`config.mk`:
```
export PLATFORM = sky130hd
export DESIGN_NAME = tick_melody_tone_sequencer_unit
export DESIGN_NICKNAME = d
export VERILOG_FILES = /design/src/rtl/tms_pkg.sv /design/src/rtl/tick_melody_tone_sequencer_unit.sv /design/src/rtl/tms_ram.sv /design/src/rtl/tms_div.sv /design/src/rtl/tms_datapath.sv /design/src/rtl/tms_ctrl.sv
export SDC_FILE = /design/constraint.sdc
export NUM_CORES = 2
export LEC_CHECK = 0
export BUFFER_PORTS_ARGS = -buffer_cell sky130_fd_sc_hd__buf_2
export CORE_ASPECT_RATIO = 1.75
export CORE_UTILIZATION = 63
export CTS_CLUSTER_DIAMETER = 60
export DETAILED_ROUTE_END_ITERATION = 10
export GPL_ROUTABILITY_DRIVEN = 0
export PLACE_DENSITY = 0.8
export RECOVER_POWER = 100
export SLEW_MARGIN = 10
export SYNTH_ARGS = -nofsm -noshare
export SYNTH_HDL_FRONTEND = slang
export SYNTH_SLANG_ARGS = --single-unit
```
`constraint.sdc`:
```
create_clock -name clk -period 5.74 [get_ports clk]
set_input_delay 0.574 -clock clk [delete_from_list [all_inputs] [get_ports clk]]
set_output_delay 0.574 -clock clk [all_outputs]
set_load 0.005 [all_outputs]
```
`src/rtl/tms_pkg.sv`:
```
// Package for the tick melody tone sequencer: sizing constants, command codes,
// word types and the control/status structs between controller and datapath.
// No dependencies.
package tms_pkg;

    localparam int NOTES_PER_MELODY = 32;
    localparam int MELODY_COUNT     = 3;
    localparam int GAP_TICKS        = 10;

    localparam int STORE_DEPTH = MELODY_COUNT * NOTES_PER_MELODY;
    localparam int ADDR_W      = $clog2(STORE_DEPTH);
    localparam int POS_W       = $clog2(NOTES_PER_MELODY + 1);

    localparam int TONE_CLOCK  = 1000000;
    localparam int QUO_W       = $clog2(TONE_CLOCK + 1);
    localparam int DIV_STEPS   = QUO_W;
    localparam int DCNT_W      = $clog2(DIV_STEPS + 1);

    localparam logic [1:0] CMD_TICK  = 2'd0;
    localparam logic [1:0] CMD_LOAD  = 2'd1;
    localparam logic [1:0] CMD_START = 2'd2;
    localparam logic [1:0] CMD_STOP  = 2'd3;

    typedef struct packed {
        logic [1:0]  command;
        logic [1:0]  melody_sel;
        logic [4:0]  entry_index;
        logic [15:0] note_freq_hz;
        logic [15:0] note_ticks;
    } req_word_t;

    typedef struct packed {
        logic [15:0] tone_period;
        logic        playing;
    } rsp_word_t;

    typedef struct packed {
        logic [15:0] freq;
        logic [15:0] ticks;
    } note_entry_t;

    // controller -> datapath
    typedef struct packed {
        logic accept;   // apply the accepted request word
        logic fetch;    // apply the note read from the table
        logic finish;   // take the divider quotient as the period
        logic emit;     // load the response register
    } dp_cmd_t;

    // datapath -> controller
    typedef struct packed {
        logic need_fetch;
        logic freq_zero;
        logic div_done;
    } dp_status_t;

endpackage

```
`src/rtl/tick_melody_tone_sequencer_unit.sv`:
```
// Top level of the tick melody tone sequencer.
// Depends on tms_pkg, tms_ctrl, tms_datapath (with tms_ram, tms_div).
//
//  channel | signals                         | word
//  --------+---------------------------------+----------------------------------
//  request | req_valid, req_ready, req_data  | command, melody, index, freq, ticks
//  response| rsp_valid, rsp_ready, rsp_data  | tone_period, playing
//
// One response word per request word, in order. Load, start, stop and ticks that
// fetch nothing pass through accept and emit; a tick reading a zero note adds the read.
// A tick that fetches a note passes through accept, table RAM read, 20 restoring-divider
// steps for 1000000 / freq, quotient take and emit.
// Reset clears playback state only; melody tables are undefined until loaded.
// A held response stalls the emit step; no new request is taken until it is emitted.
module tick_melody_tone_sequencer_unit (
    input  logic               clk,
    input  logic               rst_n,
    input  logic               req_valid,
    output logic               req_ready,
    input  tms_pkg::req_word_t req_data,
    output logic               rsp_valid,
    input  logic               rsp_ready,
    output tms_pkg::rsp_word_t rsp_data
);

    tms_pkg::dp_cmd_t    cmd;
    tms_pkg::dp_status_t status;

    // sequencing of each word
    tms_ctrl u_ctrl (
        .clk       (clk),
        .rst_n     (rst_n),
        .req_valid (req_valid),
        .req_ready (req_ready),
        .rsp_valid (rsp_valid),
        .rsp_ready (rsp_ready),
        .status    (status),
        .cmd       (cmd)
    );

    // playback registers, melody tables, divider and response word
    tms_datapath u_dp (
        .clk      (clk),
        .rst_n    (rst_n),
        .req_data (req_data),
        .cmd      (cmd),
        .status   (status),
        .rsp_data (rsp_data)
    );

endmodule

```
`src/rtl/tms_ram.sv`:
```
// Generic single-write, single-read RAM with registered read data.
// No dependencies.
module tms_ram #(
    parameter int WIDTH = 32,
    parameter int DEPTH = 96
) (
    input  logic                     clk,
    input  logic                     wr_en,
    input  logic [$clog2(DEPTH)-1:0] wr_addr,
    input  logic [WIDTH-1:0]         wr_data,
    input  logic                     rd_en,
    input  logic [$clog2(DEPTH)-1:0] rd_addr,
    output logic [WIDTH-1:0]         rd_data
);

    logic [WIDTH-1:0] mem [DEPTH];

    always_ff @(posedge clk)
    begin
        if (wr_en)
        begin
            mem[wr_addr] <= wr_data;
        end
        if (rd_en)
        begin
            rd_data <= mem[rd_addr];
        end
    end

endmodule

```
`src/rtl/tms_div.sv`:
```
// Restoring divider, one quotient bit per cycle: TONE_CLOCK / divisor.
// Depends on tms_pkg.
module tms_div (
    input  logic                      clk,
    input  logic                      rst_n,
    input  logic                      start,
    input  logic [15:0]               divisor,
    output logic                      done,
    output logic [tms_pkg::QUO_W-1:0] quotient
);

    logic [tms_pkg::QUO_W-1:0]  quo_reg, quo_next;
    logic [15:0]                rem_reg, rem_next;
    logic [15:0]                dvs_reg, dvs_next;
    logic [tms_pkg::DCNT_W-1:0] cnt_reg, cnt_next;
    logic                       run_reg, run_next;
    logic [16:0]                trial;
    logic [17:0]                diff;

    assign done     = run_reg && (cnt_reg == '0);
    assign quotient = quo_reg;

    always_comb
    begin
        trial    = {rem_reg, quo_reg[tms_pkg::QUO_W-1]};
        diff     = {1'b0, trial} - {2'b00, dvs_reg};
        quo_next = quo_reg;
        rem_next = rem_reg;
        dvs_next = dvs_reg;
        cnt_next = cnt_reg;
        run_next = run_reg;
        if (start)
        begin
            quo_next = tms_pkg::QUO_W'(tms_pkg::TONE_CLOCK);
            rem_next = '0;
            dvs_next = divisor;
            cnt_next = tms_pkg::DCNT_W'(tms_pkg::DIV_STEPS);
            run_next = 1'b1;
        end
        else if (done)
        begin
            run_next = 1'b0;
        end
        else if (run_reg)
        begin
            // borrow means the trial remainder stays
            rem_next = diff[17] ? trial[15:0] : diff[15:0];
            quo_next = {quo_reg[tms_pkg::QUO_W-2:0], ~diff[17]};
            cnt_next = cnt_reg - 1'b1;
        end
    end

    always_ff @(posedge clk or negedge rst_n)
    begin
        if (!rst_n)
        begin
            cnt_reg <= '0;
            run_reg <= 1'b0;
        end
        else
        begin
            cnt_reg <= cnt_next;
            run_reg <= run_next;
        end
    end

    always_ff @(posedge clk)
    begin
        quo_reg <= quo_next;
        rem_reg <= rem_next;
        dvs_reg <= dvs_next;
    end

endmodule

```
`src/rtl/tms_datapath.sv`:
```
// Datapath: playback state, melody table RAM, period divider, response register.
// Depends on tms_pkg, tms_ram, tms_div.
module tms_datapath (
    input  logic                clk,
    input  logic                rst_n,
    input  tms_pkg::req_word_t  req_data,
    input  tms_pkg::dp_cmd_t    cmd,
    output tms_pkg::dp_status_t status,
    output tms_pkg::rsp_word_t  rsp_data
);

    logic [tms_pkg::POS_W-1:0] pos_reg, pos_next;
    logic [1:0]                mel_reg, mel_next;
    logic                      busy_reg, busy_next;
    logic                      pend_reg, pend_next;
    logic [3:0]                gap_reg, gap_next;
    logic [15:0]               ticks_reg, ticks_next;
    logic [15:0]               period_reg, period_next;
    tms_pkg::rsp_word_t        rsp_reg;

    logic                       in_range;
    logic                       wr_en, rd_en, div_start;
    logic [tms_pkg::ADDR_W-1:0] wr_addr, rd_addr;
    tms_pkg::note_entry_t       wr_entry, rd_entry;
    logic [tms_pkg::QUO_W-1:0]  quotient;
    logic                       div_done;
    logic [15:0]                dec_ticks;

    assign in_range = (32'(pos_reg) < tms_pkg::NOTES_PER_MELODY)
                   && (32'(mel_reg) < tms_pkg::MELODY_COUNT);
    assign rd_addr  = tms_pkg::ADDR_W'(32'(mel_reg) * tms_pkg::NOTES_PER_MELODY
                                       + 32'(pos_reg));
    assign wr_addr  = tms_pkg::ADDR_W'(32'(req_data.melody_sel) * tms_pkg::NOTES_PER_MELODY
                                       + 32'(req_data.entry_index));
    assign wr_entry = '{freq: req_data.note_freq_hz, ticks: req_data.note_ticks};

    assign status.need_fetch = (req_data.command == tms_pkg::CMD_TICK) && busy_reg
                            && (gap_reg == '0) && pend_reg && in_range;
    assign status.freq_zero  = (rd_entry.freq == '0);
    assign status.div_done   = div_done;

    assign rd_en     = cmd.accept && status.need_fetch;
    assign wr_en     = cmd.accept && (req_data.command == tms_pkg::CMD_LOAD)
                    && (32'(req_data.melody_sel) < tms_pkg::MELODY_COUNT)
                    && (32'(req_data.entry_index) < tms_pkg::NOTES_PER_MELODY);
    assign div_start = cmd.fetch && !status.freq_zero;
    assign dec_ticks = ticks_reg - 16'd1;
    assign rsp_data  = rsp_reg;

    tms_ram #(
        .WIDTH ($bits(tms_pkg::note_entry_t)),
        .DEPTH (tms_pkg::STORE_DEPTH)
    ) u_table (
        .clk     (clk),
        .wr_en   (wr_en),
        .wr_addr (wr_addr),
        .wr_data (wr_entry),
        .rd_en   (rd_en),
        .rd_addr (rd_addr),
        .rd_data (rd_entry)
    );

    tms_div u_div (
        .clk      (clk),
        .rst_n    (rst_n),
        .start    (div_start),
        .divisor  (rd_entry.freq),
        .done     (div_done),
        .quotient (quotient)
    );

    always_comb
    begin
        pos_next    = pos_reg;
        mel_next    = mel_reg;
        busy_next   = busy_reg;
        pend_next   = pend_reg;
        gap_next    = gap_reg;
        ticks_next  = ticks_reg;
        period_next = period_reg;
        if (cmd.accept)
        begin
            unique case (req_data.command)
                tms_pkg::CMD_TICK:
                begin
                    if (busy_reg)
                    begin
                        if (gap_reg != '0)
                        begin
                            period_next = '0;
                            gap_next    = gap_reg - 1'b1;
                        end
                        else if (pend_reg)
                        begin
                            // in range: table read issued, note applied on fetch
                            if (!in_range)
                            begin
                                busy_next   = 1'b0;
                                pend_next   = 1'b1;
                                gap_next    = '0;
                                ticks_next  = '0;
                                period_next = '0;
                            end
                        end
                        else
                        begin
                            ticks_next = dec_ticks;
                            if (dec_ticks == '0)
                            begin
                                pend_next = 1'b1;
                                gap_next  = 4'(tms_pkg::GAP_TICKS);
                            end
                        end
                    end
                end
                tms_pkg::CMD_LOAD:
                begin
                    // table write only
                end
                tms_pkg::CMD_START:
                begin
                    if (32'(req_data.melody_sel) < tms_pkg::MELODY_COUNT)
                    begin
                        busy_next   = 1'b1;
                        pend_next   = 1'b1;
                        gap_next    = '0;
                        ticks_next  = '0;
                        period_next = '0;
                        mel_next    = req_data.melody_sel;
                        pos_next    = '0;
                    end
                end
                tms_pkg::CMD_STOP:
                begin
                    busy_next   = 1'b0;
                    pend_next   = 1'b1;
                    gap_next    = '0;
                    ticks_next  = '0;
                    period_next = '0;
                end
            endcase
        end
        else if (cmd.fetch)
        begin
            if (status.freq_zero)
            begin
                busy_next   = 1'b0;
                pend_next   = 1'b1;
                gap_next    = '0;
                ticks_next  = '0;
                period_next = '0;
            end
            else
            begin
                pos_next = pos_reg + 1'b1;
                // the fetching tick also counts one tick of the note
                if (rd_entry.ticks <= 16'd1)
                begin
                    ticks_next = '0;
                    pend_next  = 1'b1;
                    gap_next   = 4'(tms_pkg::GAP_TICKS);
                end
                else
                begin
                    ticks_next = rd_entry.ticks - 16'd1;
                    pend_next  = 1'b0;
                end
            end
        end
        else if (cmd.finish)
        begin
            period_next = (|quotient[tms_pkg::QUO_W-1:16]) ? 16'hFFFF : quotient[15:0];
        end
    end

    always_ff @(posedge clk or negedge rst_n)
    begin
        if (!rst_n)
        begin
            pos_reg    <= '0;
            mel_reg    <= '0;
            busy_reg   <= 1'b0;
            pend_reg   <= 1'b1;
            gap_reg    <= '0;
            ticks_reg  <= '0;
            period_reg <= '0;
        end
        else
        begin
            pos_reg    <= pos_next;
            mel_reg    <= mel_next;
            busy_reg   <= busy_next;
            pend_reg   <= pend_next;
            gap_reg    <= gap_next;
            ticks_reg  <= ticks_next;
            period_reg <= period_next;
        end
    end

    always_ff @(posedge clk)
    begin
        if (cmd.emit)
        begin
            rsp_reg <= '{tone_period: period_reg, playing: busy_reg};
        end
    end

    // idle player is always silent and due to fetch
    a_idle_silent: assert property (@(posedge clk) disable iff (!rst_n)
        !busy_reg |-> (period_reg == '0) && pend_reg)
        else $error("idle player not silent");

    a_fetch_moves_pos: assert property (@(posedge clk) disable iff (!rst_n)
        (cmd.fetch && !status.freq_zero) |=> (pos_reg == $past(pos_reg) + 1'b1))
        else $error("note position not advanced on fetch");

    // a gap only runs while playing, with the next note due
    a_gap_while_busy: assert property (@(posedge clk) disable iff (!rst_n)
        (gap_reg != '0) |-> busy_reg && pend_reg)
        else $error("gap running outside playback");

endmodule

```
`src/rtl/tms_ctrl.sv`:
```
// Controller: sequences accept, table read, divide and response for each word.
// Depends on tms_pkg.
module tms_ctrl (
    input  logic                clk,
    input  logic                rst_n,
    input  logic                req_valid,
    output logic                req_ready,
    output logic                rsp_valid,
    input  logic                rsp_ready,
    input  tms_pkg::dp_status_t status,
    output tms_pkg::dp_cmd_t    cmd
);

    localparam logic [1:0] S_IDLE  = 2'd0;
    localparam logic [1:0] S_FETCH = 2'd1;
    localparam logic [1:0] S_DIV   = 2'd2;
    localparam logic [1:0] S_EMIT  = 2'd3;

    logic [1:0] state_reg, state_next;
    logic       rsp_valid_reg, rsp_valid_next;
    logic       slot_free;

    assign req_ready = (state_reg == S_IDLE);
    assign rsp_valid = rsp_valid_reg;
    assign slot_free = !rsp_valid_reg || rsp_ready;

    always_comb
    begin
        state_next     = state_reg;
        rsp_valid_next = rsp_valid_reg && !rsp_ready;
        cmd            = '0;
        unique case (state_reg)
            S_IDLE:
            begin
                if (req_valid)
                begin
                    cmd.accept = 1'b1;
                    state_next = status.need_fetch ? S_FETCH : S_EMIT;
                end
            end
            S_FETCH:
            begin
                cmd.fetch  = 1'b1;
                state_next = status.freq_zero ? S_EMIT : S_DIV;
            end
            S_DIV:
            begin
                if (status.div_done)
                begin
                    cmd.finish = 1'b1;
                    state_next = S_EMIT;
                end
            end
            S_EMIT:
            begin
                if (slot_free)
                begin
                    cmd.emit       = 1'b1;
                    rsp_valid_next = 1'b1;
                    state_next     = S_IDLE;
                end
            end
            default:
            begin
                state_next = S_IDLE;
            end
        endcase
    end

    always_ff @(posedge clk or negedge rst_n)
    begin
        if (!rst_n)
        begin
            state_reg     <= S_IDLE;
            rsp_valid_reg <= 1'b0;
        end
        else
        begin
            state_reg     <= state_next;
            rsp_valid_reg <= rsp_valid_next;
        end
    end

    a_fetch_after_read: assert property (@(posedge clk) disable iff (!rst_n)
        (req_valid && req_ready && status.need_fetch) |=> (state_reg == S_FETCH))
        else $error("table read not followed by fetch");

    a_div_to_emit: assert property (@(posedge clk) disable iff (!rst_n)
        (state_reg == S_DIV && status.div_done) |=> (state_reg == S_EMIT))
        else $error("divider done ignored");

    a_emit_sets_valid: assert property (@(posedge clk) disable iff (!rst_n)
        cmd.emit |=> rsp_valid_reg && (state_reg == S_IDLE))
        else $error("response not presented after emit");

endmodule
```
==> impl_metrics.yaml <==
floorplan:
  coreArea_um2: 198000
  ios: 64
  dieArea_um2: 200000
  start_util_pct: 63.3
  num_rows: 216
  die-height_um: 591
  die_x_um: 339
critical_path:
  start_kind: "flop"
  crit_buf_inv: 3
  arrival_ns: 5.60
  path_cells: "inv_1 -> ha_1 -> nand2_1 -> a21oi_1 -> nand3_1 -> inv_1 -> nand3_1 -> nor2_4 -> clkbuf_2"
  worst_r2r_path_depth: 9
  rr_startpoint: "u_ctrl.state_reg[0]"
  critPathLaunch: "u_ctrl.state_reg[0]"
  worst_path_max_delay_cell: "nand3_1"
  critPathMaxStageDelay_ns: 1.16
  endpoint: "u_dp.u_table.mem[55][3]"
  crit_fanout: 20
  cp.required_ns: 6.21
  reg2reg_setup_slack_ns: 0.61
  r2r-end: "u_dp.u_table.mem[55][3]"
  cp-end-kind: "flop"
  crit_family: "simple AND/OR/NAND/NOR gates"
  critical_path_class: "reg2reg"
  critical_path_depth: 9
global_routing:
  gr-usage-met3_pct: 7.92
  grtUsageMet1_pct: 42.3
  grt_max_degree: 97
  grt_overflow: 0
  use_met2_pct: 59.3
  grt_usage_pct: 36.0
  grt_pass1_wl_um: 497000
  grt-busiest-layer: "met2"
  grt_pass1_vias: 64800
  antenna_found_initial: 26
run_status:
  outcome: "finished, violations left"
  failed_checks: "capacitance limit, slew limit"
cells_and_area:
  stdcell_count: 8633
  largest-register: "u_dp.u_table.mem"
  area_growth_syn_to_layout_pct: 10.3
  final_core_util_pct: 69.8
  drive_above_1_share_pct: 26.4
  stdcell_area_um2: 138000
  largest_reg_flops: 3072
  final_net_count: 5884
route:
  drc: 0
  drt_first_pass_iters: 10
  vias: 64400
  wl_um: 358000
  wire_per_inst_um: 41.4
  drt_iter0_markers: 10300
  final_antenna_net_count: 0
  via_per_inst: 7.46
sta:
  slew_violations: 4188
  setup_tns_ns: 0
  final-hold-violation-count: 0
  tightest_slew_ns: 5.48
  finalCritPeriodShare_pct: 89.4
  finalWorstSetupSlack_ns: 0.608
  slew_headroom_pct: -265
  grt_setup_unrepaired: "false"
  period_needed_ns: 5.13
  fmax_mhz: 195
  setup_viol: 0
  clock_skew_ns: 0.0616
power_and_ir_drop:
  power_density_nw_per_um2: 462
  ir_worst_vdd_mv: 0.353
  power.leakage_nw: 42.4
synth:
  netlist_area_um2: 125000
  async_flop_share_pct: 1.70
  syn-mean-instance-area_um2: 22.7
  yosys_warnings: 0
  synth.distinct_cells: 74
  synth_flop_cell: "edfxtp_1"
  yosysSeqAreaShare_pct: 77.0
  synth_seq_cells: 3228
  synthCells: 5514
  synth_edf_count: 3137
  synth_fp_nets: 5595
job:
  drv_cap: 99
clock_tree:
  numCtsBuffers: 273
  clkLatencyLatePin_ns: 0.88
  cts_tree: "built"
  cts.sinks: 3228
  clk_pin_slew_ns: 0.07
  cts_setup_buffers: 0
  cts_root_buf: "clkbuf_16"
  cts_buffer_depth: 4
  htree_num_levels: 5
placed_design:
  portBuffers: 63
  pre_cts_ws_ns: 1.61
  place_inst: 8140
  dpl_cell_area_um2: 130000
  dp_hpwl_um: 194000
min_path:
  min_path_type: "in2reg"
-- final cells by class --
type | count | area (µm²)
tap | 2616 | 3270
sequential | 3228 | 96300
inverter | 38 | 145
antenna | 15 | 37.5
clock buffer | 332 | 7280
timing repair buffer | 306 | 2090
fill | 10700 | 59600
multi-input combinational | 1956 | 27600
clock inverter | 142 | 1240
-- worst min-delay path by stage --
stage,startpoint,end,slack [ns],depth (start not counted)
final,rsp_ready,u_ctrl.rsp_valid,0.07,3
after global routing,rsp_ready,u_ctrl.rsp_valid,0.08,3
after CTS,req_data[25],u_dp.u_table.mem[3][25],0.01,1
after detailed placement,u_dp.period_reg[6],u_dp.rsp_data[7],0.43,0
after global placement,u_dp.period_reg[6],u_dp.rsp_data[7],0.43,0
after floorplan,rst_n,u_ctrl.rsp_valid,0.28,0
-- tightest hold or removal path, cell delays in order --
cell      delay [ns]
buf_2           0.09
nand2b_1        0.14
nand2b_1        0.08
-- per-layer routing --
layer	part of all wire, %	wire length (µm)
met1	30	107000
met2	50	177000
met5	0.041	146
met3	11	40500
met4	9.0	32300
-- cells by family (layout without fill, tap and decap cells) --
kind of cell,Yosys count,in the layout,share of synthesized area [%]
xor+xnor,32,32,0.224
compound gates,379,379,1.90
simple gates,447,447,1.63
other cells,0,15,0
buf+inv,330,818,1.26
mux,1062,1062,17.6
fa+ha+maj,36,36,0.366
flops,3228,3228,77.0
-- cell usage after synthesis (all sizes together), types with 7 or more instances --
master	n	area [µm²]
a211oi	13	97.6
a221oi	12	105
dfrtp	54	1350
nor3	25	135
and3	9	56.3
nor2	167	627
nand2	123	462
buf	166	966
o221ai	13	114
a22oi	39	293
o211ai	7	52.6
nand3	39	195
mux4	907	20400
nand4	9	56.3
inv	38	143
xor2	17	149
mux2	38	428
edfxtp	3137	94200
o21a	7	52.6
nor2b	20	125
o21ai	118	591
mux2i	117	1170
and2	7	43.8
a21boi	7	52.6
nand2b	9	56.3
a21oi	93	465
nor4	18	128
clkbuf	126	473
xnor2	15	131
o22ai	13	81.3
a31oi	11	68.8
dfxtp	36	721
ha	35	438
-- cell usage in the layout, fill, tap and decap left out, types with 15 or more instances in the layout --
cell / instances
inv_1: 37
diode_2: 15
mux2_2: 35
nor2b_1: 19
clkbuf_1: 167
xor2_1: 16
nor2_2: 16
nor2_1: 105
mux2i_1: 116
a21oi_1: 93
nor4_1: 17
mux4_2: 907
clkbuf_2: 29
buf_12: 29
nor3_1: 23
dfrtp_1: 49
nand3_1: 38
buf_2: 22
buf_4: 99
clkbuf_16: 282
nor2_4: 46
dfxtp_1: 36
clkinv_1: 49
a22oi_1: 39
o21ai_0: 115
ha_1: 35
clkinv_2: 47
edfxtp_1: 3137
bufinv_16: 20
nand2_1: 122
-- report_power, final --
group	switching, mW	internal (mW)
clock network	8.50	9.98
logic	10.6	7.57
registers	0.625	26.4
total	19.7	44.0
-- stage by stage --
step / total power [mW] / hold WS (ns)
6_report: 63.7 / 0.0710
5_1_grt: 64.8 / 0.0774
4_1_cts: 63.2 / 0.0109
3_5_place_dp: 44.7 / 0.435
3_3_place_gp: 44.3 / 0.433
2_1_floorplan: 38.5 / 0.278
-- timing repair --
action	4_1_cts	5_1_grt
hold endpoints to repair	60	0
hold buffers	3	0
gates resized for setup	0	0
setup endpoints to repair	0	0
Note: power is estimated with default switching activity, not from simulation.
